`src/rtl/core/drt_pkg.sv`:
```
// Shared types and constants of the dirty rectangle tracker.
package drt_pkg;

	localparam int MAX_RECTS = 16;
	localparam int IDX_W     = $clog2(MAX_RECTS);
	localparam int CNT_W     = $clog2(MAX_RECTS + 1);

	typedef enum logic [1:0] {
		KIND_ADD   = 2'd0,
		KIND_CLEAR = 2'd1,
		KIND_TEST  = 2'd2,
		KIND_READ  = 2'd3
	} kind_t;

	typedef enum logic [2:0] {
		ST_IDLE,
		ST_DECODE,
		ST_SCAN,
		ST_APPEND,
		ST_FULL_MERGE,
		ST_READ,
		ST_BOUND,
		ST_DONE
	} state_t;

	typedef enum logic [1:0] {
		ADDR_SCAN,
		ADDR_ZERO,
		ADDR_COUNT,
		ADDR_INDEX
	} addr_sel_t;

	typedef struct packed {
		logic      load_item;
		addr_sel_t addr_sel;
		logic      wr_en;
		logic      wr_item;
		logic      clr_idx;
		logic      inc_idx;
		logic      clr_count;
		logic      inc_count;
		logic      set_hit;
		logic      ld_entry;
		logic      bnd_step;
		logic      load_out;
	} ctl_t;

	typedef struct packed {
		kind_t kind;
		logic  size_ok;
		logic  idx_end;
		logic  hit_now;
		logic  full;
		logic  out_free;
	} sts_t;

endpackage

```
`src/rtl/core/drt_ctrl.sv`:
```
// Sequencer of the dirty rectangle tracker: scans where needed, then bound pass per word.
module drt_ctrl (
	input  logic          clk,
	input  logic          arst_n,
	input  logic          in_valid,
	output logic          in_stall,
	input  drt_pkg::sts_t sts,
	output drt_pkg::ctl_t ctl
);

	drt_pkg::state_t state_q, state_d;

	always_ff @(posedge clk or negedge arst_n) begin
		if (!arst_n) begin
			state_q <= drt_pkg::ST_IDLE;
		end else begin
			state_q <= state_d;
		end
	end

	always_comb begin
		state_d      = state_q;
		ctl          = '0;
		ctl.addr_sel = drt_pkg::ADDR_SCAN;
		in_stall     = 1'b1;
		unique case (state_q)
			drt_pkg::ST_IDLE: begin
				in_stall = 1'b0;
				if (in_valid) begin
					ctl.load_item = 1'b1;
					state_d       = drt_pkg::ST_DECODE;
				end
			end
			drt_pkg::ST_DECODE: begin
				ctl.clr_idx = 1'b1;
				unique case (sts.kind)
					drt_pkg::KIND_ADD: begin
						state_d = sts.size_ok ? drt_pkg::ST_SCAN : drt_pkg::ST_BOUND;
					end
					drt_pkg::KIND_CLEAR: begin
						ctl.clr_count = 1'b1;
						state_d       = drt_pkg::ST_BOUND;
					end
					drt_pkg::KIND_TEST: begin
						state_d = drt_pkg::ST_SCAN;
					end
					drt_pkg::KIND_READ: begin
						state_d = drt_pkg::ST_READ;
					end
					default: begin
						state_d = drt_pkg::ST_BOUND;
					end
				endcase
			end
			drt_pkg::ST_SCAN: begin
				if (sts.idx_end) begin
					if (sts.kind == drt_pkg::KIND_ADD) begin
						state_d = sts.full ? drt_pkg::ST_FULL_MERGE : drt_pkg::ST_APPEND;
					end else begin
						ctl.clr_idx = 1'b1;
						state_d     = drt_pkg::ST_BOUND;
					end
				end else if (sts.hit_now && sts.kind == drt_pkg::KIND_ADD) begin
					ctl.wr_en   = 1'b1;
					ctl.clr_idx = 1'b1;
					state_d     = drt_pkg::ST_BOUND;
				end else begin
					ctl.set_hit = sts.hit_now;
					ctl.inc_idx = 1'b1;
				end
			end
			drt_pkg::ST_APPEND: begin
				ctl.addr_sel  = drt_pkg::ADDR_COUNT;
				ctl.wr_en     = 1'b1;
				ctl.wr_item   = 1'b1;
				ctl.inc_count = 1'b1;
				ctl.clr_idx   = 1'b1;
				state_d       = drt_pkg::ST_BOUND;
			end
			drt_pkg::ST_FULL_MERGE: begin
				ctl.addr_sel = drt_pkg::ADDR_ZERO;
				ctl.wr_en    = 1'b1;
				ctl.clr_idx  = 1'b1;
				state_d      = drt_pkg::ST_BOUND;
			end
			drt_pkg::ST_READ: begin
				ctl.addr_sel = drt_pkg::ADDR_INDEX;
				ctl.ld_entry = 1'b1;
				ctl.clr_idx  = 1'b1;
				state_d      = drt_pkg::ST_BOUND;
			end
			drt_pkg::ST_BOUND: begin
				if (sts.idx_end) begin
					state_d = drt_pkg::ST_DONE;
				end else begin
					ctl.bnd_step = 1'b1;
					ctl.inc_idx  = 1'b1;
				end
			end
			drt_pkg::ST_DONE: begin
				if (sts.out_free) begin
					ctl.load_out = 1'b1;
					state_d      = drt_pkg::ST_IDLE;
				end
			end
			default: begin
				state_d = drt_pkg::ST_IDLE;
			end
		endcase
	end

endmodule

```
`src/rtl/core/drt_datapath.sv`:
```
// Datapath of the dirty rectangle tracker: entry table, overlap and union logic, output word.
module drt_datapath (
	input  logic                clk,
	input  logic                arst_n,
	input  drt_pkg::ctl_t       ctl,
	output drt_pkg::sts_t       sts,
	input  logic [1:0]          kind,
	input  logic signed [15:0]  rect_x,
	input  logic signed [15:0]  rect_y,
	input  logic signed [15:0]  rect_width,
	input  logic signed [15:0]  rect_height,
	input  logic [3:0]          entry_index,
	output logic                out_valid,
	input  logic                out_stall,
	output logic [4:0]          entry_count,
	output logic                overlap_hit,
	output logic signed [15:0]  bound_x,
	output logic signed [15:0]  bound_y,
	output logic [16:0]         bound_width,
	output logic [16:0]         bound_height,
	output logic                entry_valid,
	output logic signed [15:0]  entry_x,
	output logic signed [15:0]  entry_y,
	output logic [16:0]         entry_width,
	output logic [16:0]         entry_height
);

	localparam int IW = drt_pkg::IDX_W;
	localparam int CW = drt_pkg::CNT_W;

	// entry table, no reset: only entries below the count are ever read out
	logic signed [15:0] left_q [drt_pkg::MAX_RECTS];
	logic signed [15:0] top_q  [drt_pkg::MAX_RECTS];
	logic [16:0]        wid_q  [drt_pkg::MAX_RECTS];
	logic [16:0]        hgt_q  [drt_pkg::MAX_RECTS];

	logic [1:0]         kind_q;
	logic signed [15:0] rx_q, ry_q, rw_q, rh_q;
	logic [3:0]         ridx_q;
	logic [CW-1:0]      count_q, idx_q;
	logic               hit_q;
	logic               ev_q;
	logic signed [15:0] ex_q, ey_q;
	logic [16:0]        ew_q, eh_q;
	logic signed [15:0] bl_q, bt_q;
	logic signed [17:0] br_q, bb_q;
	logic               out_valid_q;

	logic [IW-1:0]      addr;
	logic signed [15:0] e_l, e_t, m_l, m_t, o_l, o_t;
	logic [16:0]        e_w, e_h;
	logic signed [17:0] e_r, e_b, i_r, i_b, m_r, m_b, o_r, o_b;
	logic               hit_now;

	always_comb begin
		unique case (ctl.addr_sel)
			drt_pkg::ADDR_SCAN:  addr = idx_q[IW-1:0];
			drt_pkg::ADDR_ZERO:  addr = '0;
			drt_pkg::ADDR_COUNT: addr = count_q[IW-1:0];
			drt_pkg::ADDR_INDEX: addr = IW'(ridx_q);
			default:             addr = '0;
		endcase
	end

	assign e_l = left_q[addr];
	assign e_t = top_q[addr];
	assign e_w = wid_q[addr];
	assign e_h = hgt_q[addr];
	assign e_r = 18'(e_l) + $signed({1'b0, e_w});
	assign e_b = 18'(e_t) + $signed({1'b0, e_h});
	assign i_r = 18'(rx_q) + 18'(rw_q);
	assign i_b = 18'(ry_q) + 18'(rh_q);

	// strict overlap: intersection has positive width and height
	assign o_l = (e_l > rx_q) ? e_l : rx_q;
	assign o_t = (e_t > ry_q) ? e_t : ry_q;
	assign o_r = (e_r < i_r) ? e_r : i_r;
	assign o_b = (e_b < i_b) ? e_b : i_b;
	assign hit_now = (18'(o_l) < o_r) && (18'(o_t) < o_b);

	// bounding-box union of the addressed entry and the held rectangle
	assign m_l = (e_l < rx_q) ? e_l : rx_q;
	assign m_t = (e_t < ry_q) ? e_t : ry_q;
	assign m_r = (e_r > i_r) ? e_r : i_r;
	assign m_b = (e_b > i_b) ? e_b : i_b;

	always_ff @(posedge clk) begin
		if (ctl.wr_en) begin
			if (ctl.wr_item) begin
				left_q[addr] <= rx_q;
				top_q[addr]  <= ry_q;
				wid_q[addr]  <= {1'b0, rw_q};
				hgt_q[addr]  <= {1'b0, rh_q};
			end else begin
				left_q[addr] <= m_l;
				top_q[addr]  <= m_t;
				wid_q[addr]  <= 17'(m_r - 18'(m_l));
				hgt_q[addr]  <= 17'(m_b - 18'(m_t));
			end
		end
	end

	always_ff @(posedge clk) begin
		if (ctl.load_item) begin
			kind_q <= kind;
			rx_q   <= rect_x;
			ry_q   <= rect_y;
			rw_q   <= rect_width;
			rh_q   <= rect_height;
			ridx_q <= entry_index;
			hit_q  <= 1'b0;
			ev_q   <= 1'b0;
			ex_q   <= '0;
			ey_q   <= '0;
			ew_q   <= '0;
			eh_q   <= '0;
		end else begin
			if (ctl.set_hit) begin
				hit_q <= 1'b1;
			end
			if (ctl.ld_entry && (CW'(ridx_q) < count_q)) begin
				ev_q <= 1'b1;
				ex_q <= e_l;
				ey_q <= e_t;
				ew_q <= e_w;
				eh_q <= e_h;
			end
		end
		if (ctl.bnd_step) begin
			if (idx_q == '0) begin
				bl_q <= e_l;
				bt_q <= e_t;
				br_q <= e_r;
				bb_q <= e_b;
			end else begin
				bl_q <= (e_l < bl_q) ? e_l : bl_q;
				bt_q <= (e_t < bt_q) ? e_t : bt_q;
				br_q <= (e_r > br_q) ? e_r : br_q;
				bb_q <= (e_b > bb_q) ? e_b : bb_q;
			end
		end
	end

	always_ff @(posedge clk or negedge arst_n) begin
		if (!arst_n) begin
			count_q <= '0;
			idx_q   <= '0;
		end else begin
			if (ctl.clr_count) begin
				count_q <= '0;
			end else if (ctl.inc_count) begin
				count_q <= count_q + 1'b1;
			end
			if (ctl.clr_idx) begin
				idx_q <= '0;
			end else if (ctl.inc_idx) begin
				idx_q <= idx_q + 1'b1;
			end
		end
	end

	always_ff @(posedge clk or negedge arst_n) begin
		if (!arst_n) begin
			out_valid_q <= 1'b0;
		end else if (ctl.load_out) begin
			out_valid_q <= 1'b1;
		end else if (!out_stall) begin
			out_valid_q <= 1'b0;
		end
	end

	always_ff @(posedge clk) begin
		if (ctl.load_out) begin
			entry_count  <= 5'(count_q);
			overlap_hit  <= hit_q;
			entry_valid  <= ev_q;
			entry_x      <= ex_q;
			entry_y      <= ey_q;
			entry_width  <= ew_q;
			entry_height <= eh_q;
			if (count_q == '0) begin
				bound_x      <= '0;
				bound_y      <= '0;
				bound_width  <= '0;
				bound_height <= '0;
			end else begin
				bound_x      <= bl_q;
				bound_y      <= bt_q;
				bound_width  <= 17'(br_q - 18'(bl_q));
				bound_height <= 17'(bb_q - 18'(bt_q));
			end
		end
	end

	assign out_valid    = out_valid_q;
	assign sts.kind     = drt_pkg::kind_t'(kind_q);
	assign sts.size_ok  = (rw_q > 16'sd0) && (rh_q > 16'sd0);
	assign sts.idx_end  = (idx_q == count_q);
	assign sts.hit_now  = hit_now;
	assign sts.full     = (count_q == CW'(drt_pkg::MAX_RECTS));
	assign sts.out_free = !out_valid_q || !out_stall;

endmodule

```
`src/rtl/core/dirty_rectangle_tracker_core.sv`:
```
// Top level of the dirty rectangle tracker: sequencer plus table datapath.
//
// Input channel (in_valid / in_stall) takes one word per command: add, clear,
// test overlap or read entry, with a rectangle and an entry index. Output
// channel (out_valid / out_stall) returns one word per command with the count,
// the test hit, the union of all entries and the read entry.
// A word is moved on a rising edge with valid high and stall low.
//
// Sequencing: one command is worked on at a time. The sequencer accepts the
// word, decodes it, scans the table for add and test, appends, merges into
// entry zero or reads where the command calls for it, folds the union over
// the table, and then loads the output register. An add hit merges in place.
// in_stall is low only while the sequencer waits for a command, so the next
// word is taken as soon as the previous one sits in the output register.
//
// Reset (arst_n low) empties the table and drops any pending output word.
// While out_stall is high the output word holds; a finished command waits
// in the done state until the output register frees up.
module dirty_rectangle_tracker_core (
	input  logic                clk,
	input  logic                arst_n,
	input  logic                in_valid,
	output logic                in_stall,
	input  logic [1:0]          kind,
	input  logic signed [15:0]  rect_x,
	input  logic signed [15:0]  rect_y,
	input  logic signed [15:0]  rect_width,
	input  logic signed [15:0]  rect_height,
	input  logic [3:0]          entry_index,
	output logic                out_valid,
	input  logic                out_stall,
	output logic [4:0]          entry_count,
	output logic                overlap_hit,
	output logic signed [15:0]  bound_x,
	output logic signed [15:0]  bound_y,
	output logic [16:0]         bound_width,
	output logic [16:0]         bound_height,
	output logic                entry_valid,
	output logic signed [15:0]  entry_x,
	output logic signed [15:0]  entry_y,
	output logic [16:0]         entry_width,
	output logic [16:0]         entry_height
);

	// command and status between sequencer and datapath
	drt_pkg::ctl_t ctl;
	drt_pkg::sts_t sts;

	drt_ctrl u_ctrl (
		.clk      (clk),
		.arst_n   (arst_n),
		.in_valid (in_valid),
		.in_stall (in_stall),
		.sts      (sts),
		.ctl      (ctl)
	);

	drt_datapath u_datapath (
		.clk          (clk),
		.arst_n       (arst_n),
		.ctl          (ctl),
		.sts          (sts),
		.kind         (kind),
		.rect_x       (rect_x),
		.rect_y       (rect_y),
		.rect_width   (rect_width),
		.rect_height  (rect_height),
		.entry_index  (entry_index),
		.out_valid    (out_valid),
		.out_stall    (out_stall),
		.entry_count  (entry_count),
		.overlap_hit  (overlap_hit),
		.bound_x      (bound_x),
		.bound_y      (bound_y),
		.bound_width  (bound_width),
		.bound_height (bound_height),
		.entry_valid  (entry_valid),
		.entry_x      (entry_x),
		.entry_y      (entry_y),
		.entry_width  (entry_width),
		.entry_height (entry_height)
	);

endmodule

```
`config.mk`:
```
export PLATFORM = sky130hd
export DESIGN_NAME = dirty_rectangle_tracker_core
export DESIGN_NICKNAME = d
export VERILOG_FILES = /design/src/rtl/core/drt_pkg.sv /design/src/rtl/core/drt_ctrl.sv /design/src/rtl/core/drt_datapath.sv /design/src/rtl/core/dirty_rectangle_tracker_core.sv
export SDC_FILE = /design/constraint.sdc
export NUM_CORES = 2
export LEC_CHECK = 0
export BUFFER_PORTS_ARGS = -buffer_cell sky130_fd_sc_hd__buf_2
export CAP_MARGIN = 15
export CORE_ASPECT_RATIO = 1.5
export CORE_UTILIZATION = 40
export CTS_BUF_LIST = sky130_fd_sc_hd__clkbuf_8
export DETAILED_ROUTE_END_ITERATION = 10
export PLACE_DENSITY = 0.65
export SLEW_MARGIN = 40
export SYNTH_ARGS = -nofsm -noshare
export SYNTH_HDL_FRONTEND = slang
export SYNTH_SLANG_ARGS = --single-unit
```
`constraint.sdc`:
```
create_clock -name clk -period 39.2 [get_ports clk]
set_clock_uncertainty 0.15 [all_clocks]
set_input_delay 3.92 -clock clk [delete_from_list [all_inputs] [get_ports clk]]
set_output_delay 3.92 -clock clk [all_outputs]
set_load 0.01 [all_outputs]
```
* After elaboration in Yosys (flattened, before gate mapping)
Memory sizes are Yosys's and may differ from the RTL's.
Index checks and enable logic that the tools add are counted.
** Storage, ports and cells
- Register bits after elaboration :: 359
- Latch bits :: 0
- RAM bits :: 1056
- ROM bits :: 0
- Output and inout bits :: 141
- Logic and storage cells :: 179
- Memories kept :: 4
** Memory list
- u_datapath.hgt_q :: words 16, bits a word 17, read ports 1, clocked after memory_dff 0, wr ports 1, RTL line drt_datapath.sv:35 : logic [16:0] hgt_q [drt_pkg::MAX_RECTS];
- u_datapath.wid_q :: words 16, bits a word 17, read ports 1, clocked after memory_dff 0, wr ports 1, RTL line drt_datapath.sv:34 : logic [16:0] wid_q [drt_pkg::MAX_RECTS];
- u_datapath.left_q :: words 16, bits a word 16, read ports 1, clocked after memory_dff 0, wr ports 1, RTL line drt_datapath.sv:32 : logic signed [15:0] left_q [drt_pkg::MAX_RECTS];
- u_datapath.top_q :: words 16, bits a word 16, read ports 1, clocked after memory_dff 0, wr ports 1, RTL line drt_datapath.sv:33 : logic signed [15:0] top_q [drt_pkg::MAX_RECTS];
** Operators by class
- $add $sub $neg :: 10
- Multiply operators :: 0
- Div/mod/pow operators :: 0
- $lt $le $gt $ge :: 17
- Equal/unequal tests :: 20
- Shift operators :: 0
- Multiplexer cells :: 67
- Bitwise gates (word level) :: 4
- Reductions and logical operators :: 26
** Operators by type and width (number)
- 16-bit 2-to-1 mux :: 10
- 18-bit 2-to-1 mux :: 6
- 17-bit 2-to-1 mux :: 4
- 17-bit by 16-bit subtractor with 17-bit output :: 4
- 16-bit < comparator :: 4
- 16-bit by 18-bit adder with 18-bit output :: 2
- 18-bit by 17-bit greater-than comparator with 1-bit output :: 2
- 18-bit greater-than comparator :: 2
- 16-bit by 18-bit < comparator with 1-bit output :: 2
- 18-bit by 17-bit < comparator with 1-bit output :: 2
- 16-bit by 16-bit adder with 17-bit output :: 2
- 16-bit by 1-bit greater-than comparator with 1-bit output, second input constant :: 2
- 16-bit greater-than comparator :: 2
- 1-bit 2-to-1 mux :: 28
- 3-bit 2-to-1 mux :: 8
- 5-bit 2-to-1 mux :: 4
- 3-bit one-hot mux with 6 select lines :: 1
- 4-bit one-hot mux with 4 select lines :: 1
- 3-bit == test, second input constant :: 4
- 3-bit one-hot mux with 4 select lines :: 1
- 2-bit nonzero test :: 6
- 5-bit by 1-bit adder with 5-bit output, second input constant :: 2
- 5-bit zero test :: 2
- 2-bit == test, second input constant :: 4
- 22 further kinds :: 39

* Depth between registers and ports, before layout
An unclocked memory read counts as a cell.
- Depth after elaboration :: 17
- Gate-level depth with buffers :: 52
- Depth with buffers taken out :: 44

* Modules after synthesis
Synthesis repeated with hierarchy kept, for this count alone.
** Unflattened totals
- Cells, all modules :: 5505
- Area, all modules :: 64842.2 um^2
** By module, submodules not included
- drt_datapath :: instances 1, cells an instance 5455, area an instance 64460.6 um^2, seq. area each 41665.0 um^2
- drt_ctrl :: instances 1, cells an instance 50, area an instance 381.6 um^2, seq. area each 75.1 um^2

* Worst setup path after synthesis
Ideal clock, no wire load.
- Kind :: reg2reg
- Start point :: reg u_ctrl.state_q[1]
- End point :: mem u_datapath.hgt_q[11][0] (enable)
- Library setup time :: 0.652 ns
- Arrival time :: 15.623 ns
- Slack :: 22.775 ns
- Cell stages (with the launch flop) :: 46
- Path buffers :: 10
- Clock period less this slack :: 16.425 ns
- Cell sequence :: dfrtp_1 buf_4 and2b_1 a32o_1 a21oi_2 buf_6 buf_6 buf_2 buf_2 buf_2 buf_2 mux2i_1 nand2_1 a311oi_1 a31oi_1 ha_1 fa_1 a21o_1 (+10 left out) maj3_2 o21a_1 clkbuf_1 clkbuf_1 a21oi_1 ha_1 a21o_1 a21o_1 a21o_1 a21oi_1 o21ai_0 a221o_1 nor3b_1 o2111ai_1 a41oi_1 a31oi_1 buf_2 nor4_1
** On the way
- Longest elaborated chain between the ends :: 17
- Elaborated cells on any way between the ends :: 40
- Those cells by class :: add/sub: 2; order compare: 6; eq/ne: 7; mux: 16; bitwise: 1; reduce/logical: 4; memory: 4
** Ends and longest elaborated chain
- from (decl) :: RTL line drt_ctrl.sv:11 : drt_pkg::state_t state_q, state_d;
- from (signal assigned) :: RTL line drt_ctrl.sv:15 : state_q <= drt_pkg::ST_IDLE;
- from (signal assigned) :: RTL line drt_ctrl.sv:17 : state_q <= state_d;
- 3-bit == test or 3-bit by 2-bit == test with 1-bit output (tied branches) :: RTL line drt_ctrl.sv:26 : unique case (state_q)
- 2-bit one-hot mux with 3 select lines * :: RTL line drt_ctrl.sv:26
- 2-bit == test (tied with other cells) :: RTL line drt_datapath.sv:56 : unique case (ctl.addr_sel)
- 4-bit one-hot mux with 4 select lines * :: RTL line drt_datapath.sv:56
- memory read 16 x 17 bit *
- via u_datapath.e_w[0] :: RTL line drt_datapath.sv:51 : logic [16:0] e_w, e_h;
- 16-bit by 18-bit adder with 18-bit output * :: RTL line drt_datapath.sv:69 : assign e_r = 18'(e_l) + $signed({1'b0, e_w});
- via u_datapath.e_r[12] :: RTL line drt_datapath.sv:52 : logic signed [17:0] e_r, e_b, i_r, i_b, m_r, m_b, o_r, o_b;
- (+3 left out)
- 1-bit logical AND * :: RTL line drt_datapath.sv:79 : assign hit_now = (18'(o_l) < o_r) && (18'(o_t) < o_b);
- 1-bit logical AND * :: RTL line drt_ctrl.sv:63 : end else if (sts.hit_now && sts.kind == drt_pkg::KIND_ADD) begin
- 1-bit 2-to-1 mux * :: RTL line drt_ctrl.sv:63
- 1-bit 2-to-1 mux * :: RTL line drt_ctrl.sv:56 : if (sts.idx_end) begin
- 1-bit one-hot mux with 2 select lines * :: RTL line drt_ctrl.sv:26
- 1-bit 2-to-1 mux :: RTL line drt_datapath.sv:88 : if (ctl.wr_en) begin
- 1-bit 2-to-1 mux (on tied branches) :: RTL line drt_datapath.sv:93, drt_datapath.sv:98
- 1-bit bitwise OR (no source line) *
- to (decl) :: RTL line drt_datapath.sv:35
Mark *: on every way through the listed nets, which the timed path passes. The rest lies on a longest branch.

* Worst setup path after layout
- Start point :: reg u_ctrl.state_q[2]
- End point :: mem u_datapath.hgt_q[12][6] (enable)
** On the way
- Longest elaborated chain between the ends :: 17
- Elaborated cells on any way between the ends :: 40
- Those cells by class :: add/sub: 2; order compare: 6; eq/ne: 7; mux: 16; bitwise: 1; reduce/logical: 4; memory: 4
** Ends and longest elaborated chain
- 3-bit == test or 3-bit by 2-bit == test with 1-bit output (tied branches) :: RTL line drt_ctrl.sv:26
- 2-bit one-hot mux with 3 select lines * :: RTL line drt_ctrl.sv:26
- 2-bit == test (tied with other cells) :: RTL line drt_datapath.sv:56
- 4-bit one-hot mux with 4 select lines * :: RTL line drt_datapath.sv:56
- memory read 16 x 16 bit *
- via u_datapath.e_t[1] :: RTL line drt_datapath.sv:50 : logic signed [15:0] e_l, e_t, m_l, m_t, o_l, o_t;
- 16-bit by 18-bit adder with 18-bit output * :: RTL line drt_datapath.sv:70 : assign e_b = 18'(e_t) + $signed({1'b0, e_h});
- via u_datapath.e_b[17] :: RTL line drt_datapath.sv:52
- (+3 left out)
- 1-bit logical AND * :: RTL line drt_datapath.sv:79
- 1-bit logical AND * :: RTL line drt_ctrl.sv:63
- 1-bit 2-to-1 mux * :: RTL line drt_ctrl.sv:63
- 1-bit 2-to-1 mux * :: RTL line drt_ctrl.sv:56
- 1-bit one-hot mux with 2 select lines * :: RTL line drt_ctrl.sv:26
- 1-bit 2-to-1 mux :: RTL line drt_datapath.sv:88
- 1-bit 2-to-1 mux (on tied branches) :: RTL line drt_datapath.sv:93, drt_datapath.sv:98
- 1-bit bitwise OR (no source line) *
Marked as above.

==> out/qor.txt <==
min-delay src -> u_datapath.ew_q[4]
Final Hold Fails -> 0
initial DRC count -> 3160
largest net degree at the start of global routing -> 143
post-synthesis sequential area ratio -> 62.7%
Post-Syn Instances -> 5419
H-tree levels -> 4
Tcrit/Tclk final -> 37.7%
CP max stage delay -> 0.80 ns
most common flop cell mapped by yosys -> edfxtp_1
Root Driver -> clkbuf_8
layout cell share with drive strength beyond 1 -> 12.1%
CTS buffer count -> 190
num rows -> 183
Mapped Area -> 66600 um^2
# clock sinks -> 1415
yosys warns -> 0
gr ovfl total -> 0
vias per cell -> 5.57
post-route ant nets -> 0
first-pass GRT wire length -> 275000 um
post_cts resized -> 0
FF-to-FF Start -> u_ctrl.state_q[2]
clock period minus worst slack -> 14.78 ns
clk buf depth -> 3
wire per inst -> 23.4 um
Cell variety after synth -> 99
Core Box Area -> 166000 um^2
Worst Max-Slew Pin Slew -> 0.940 ns
reg2reg setup slack -> 24.42 ns
gp weighted congestion -> 0.959
fraction of registers with async set/reset -> 0.989%
Die ar. -> 168000 um^2
Worst R2R End -> u_datapath.hgt_q[12][6]
Starting Density -> 40.2%
Syn Nets -> 5800
reg2reg path depth -> 47
Setup violations, final -> 0
Die Ht -> 502 um
Post-synth EDFFs -> 1333
CP Max Fanout -> 142
later-pin clock latency in the skew report -> 0.92 ns
CTS Hold Buffers Added -> 0
nets -> 6055
worst setup path category -> reg -> reg
worst endpoint required time -> 39.58 ns
status -> complete, no violations
post-CTS setup buffer count -> 0
gr usage total -> 22.0%
final WL -> 188000 um
Synth Register Bits -> 1415
Fill cells -> 14900
endpoint class of the critical path -> flop
vias in the first global route -> 44000
CTS tree -> yes
Max Freq -> 67.6 MHz
area grow syn2layout -> 11.7%
Max-Cap Viols -> 0
setup TNS after final layout -> 0 ns
CP startpoint kind -> flop
Die W -> 335 um
Initial DRT Pass Iterations -> 5
Hold Path Class -> reg -> reg
hpwl dp -> 122000 um
antenna violations before repair -> 3
quantity of I/O buffers inserted on ports -> 214
hold path depth -> 0
I/O pins -> 215
Clk pin slew, worst setup/hold paths -> 0.07 ns
critical path arrival -> 15.17 ns
Rel. slew slack -> 37.0%
RSZ-0062 raised after global routing -> false
WHS Endpoint -> u_datapath.entry_width[4]
Vias -> 44900
syn_area_per_cell -> 12.3 um^2
Residual DRC -> 0
Final Max Slew Viols -> 0
crit path max-delay cell type -> dfrtp_2
## synthesized netlist by cell type, types with 36 or more instances
| master | instances | area, um^2 |
|---|---|---|
| nor3_1 | 69 | 345 |
| nor2_1 | 278 | 1040 |
| edfxtp_1 | 1333 | 40000 |
| buf_1 | 57 | 214 |
| o211ai_1 | 41 | 308 |
| dfxtp_1 | 68 | 1360 |
| a211oi_1 | 93 | 698 |
| buf_2 | 61 | 305 |
| a311o_1 | 36 | 360 |
| clkbuf_1 | 148 | 556 |
| inv_1 | 227 | 852 |
| nand3_1 | 139 | 696 |
| a31oi_1 | 53 | 332 |
| xnor2_1 | 82 | 718 |
| o21ai_0 | 197 | 986 |
| mux2i_1 | 328 | 3280 |
| o22ai_1 | 36 | 225 |
| nand2_1 | 895 | 3360 |
| ha_1 | 299 | 3740 |
| a21o_1 | 57 | 428 |
| a311oi_1 | 70 | 613 |
| and2_1 | 73 | 457 |
| a21oi_1 | 330 | 1650 |
## critical path, delay by kind of cell (launching register included)
family          cells  cell delay (ns)
compound gates     21             5.30
buf+inv             9             3.98
simple gates       12             2.17
fa+ha+maj           3             0.98
flops               1             0.80
mux                 1             0.48
xor+xnor            1             0.35
## stage by stage
step,hold WS [ns],utilization [%],setup slack [ns],std cells,area [um^2]
after global placement,0.265,42.6,23.86,7696,70400
after detailed placement,0.266,42.7,24.21,7701,70700
final,0.280,44.9,24.42,8055,74400
after floorplan,0.258,-,22.77,5419,66600
after CTS,0.282,44.9,24.22,8052,74400
after global routing,0.290,44.9,23.66,8054,74400
## layout by cell type, fill, tap and decap left out, drive strengths merged, types with 23 or more instances in the layout
| cell | instances |
|---|---|
| nand2 | 896 |
| a21o | 57 |
| a31oi | 54 |
| xnor2 | 82 |
| nor4 | 29 |
| a311oi | 70 |
| nor2b | 24 |
| clkinv | 72 |
| o21ai | 206 |
| dfxtp | 68 |
| xor2 | 28 |
| nand2b | 23 |
| o211ai | 42 |
| nand3 | 140 |
| buf | 338 |
| a211oi | 95 |
| edfxtp | 1333 |
| o221a | 28 |
| inv | 296 |
| ha | 299 |
| mux2i | 329 |
| a311o | 36 |
| clkbuf | 198 |
| mux2 | 29 |
| and2 | 74 |
| o22ai | 36 |
| a21oi | 333 |
| nor2 | 279 |
| nor3 | 69 |
| nand4 | 26 |
## kinds of logic (layout without fill, tap and decap cells)
logic type / Yosys count / count (layout) / synth area share, %
buf+inv: 504 / 918 / 3.04
simple gates: 1632 / 1632 / 10.6
other cells: 0 / 2 / 0
mux: 358 / 358 / 5.46
fa+ha+maj: 309 / 309 / 5.89
compound gates: 1091 / 1091 / 10.9
flops: 1415 / 1415 / 62.7
xor+xnor: 110 / 110 / 1.45
## flip-flops by register name, indices dropped and copies added, names as in the netlist, 17 cells and up
name and flops:
u_datapath.bound_height 17, u_datapath.bb_q 18, u_datapath.entry_width 17, u_datapath.ew_q 17, u_datapath.top_q 256, u_datapath.eh_q 17, u_datapath.wid_q 272, u_datapath.left_q 256
u_datapath.br_q 18, u_datapath.hgt_q 272, u_datapath.bound_width 17, u_datapath.entry_height 17
## per-layer routing
metal | wire (um) | track usage, % | up-vias
met5 | 0 | 0 | -
met4 | 10300 | 11.8 | 0
met3 | 11400 | 3.34 | 411
met2 | 94200 | 38.2 | 1635
met1 | 72400 | 26.0 | 22200
li1 | - | - | 20700
## final cells by class
type / instances / area (um^2) / area share [%]
flip-flops and latches: 1415 / 41700 / 56.1
multi-input cells: 3500 / 23200 / 31.2
well taps: 2220 / 2780 / 3.73
clock buffers: 198 / 2730 / 3.66
repair buffers: 338 / 2170 / 2.92
clock inverters: 153 / 931 / 1.25
inverters: 229 / 860 / 1.16
diodes: 2 / 5.00 / 0.00673
## how the worst max path moves through the flow
stage                      startpoint                  endpoint
floorplan           u_ctrl.state_q[1]   u_datapath.hgt_q[11][0]
global placement    u_ctrl.state_q[2]  u_datapath.left_q[0][10]
detailed placement  u_ctrl.state_q[2]   u_datapath.hgt_q[12][7]
CTS                 u_ctrl.state_q[2]   u_datapath.hgt_q[12][2]
global route        u_ctrl.state_q[2]   u_datapath.hgt_q[12][2]
finish              u_ctrl.state_q[2]   u_datapath.hgt_q[12][6]
Power is not shown: default switching activity piles up to over one toggle a cycle in this logic, so the estimate is an artifact.
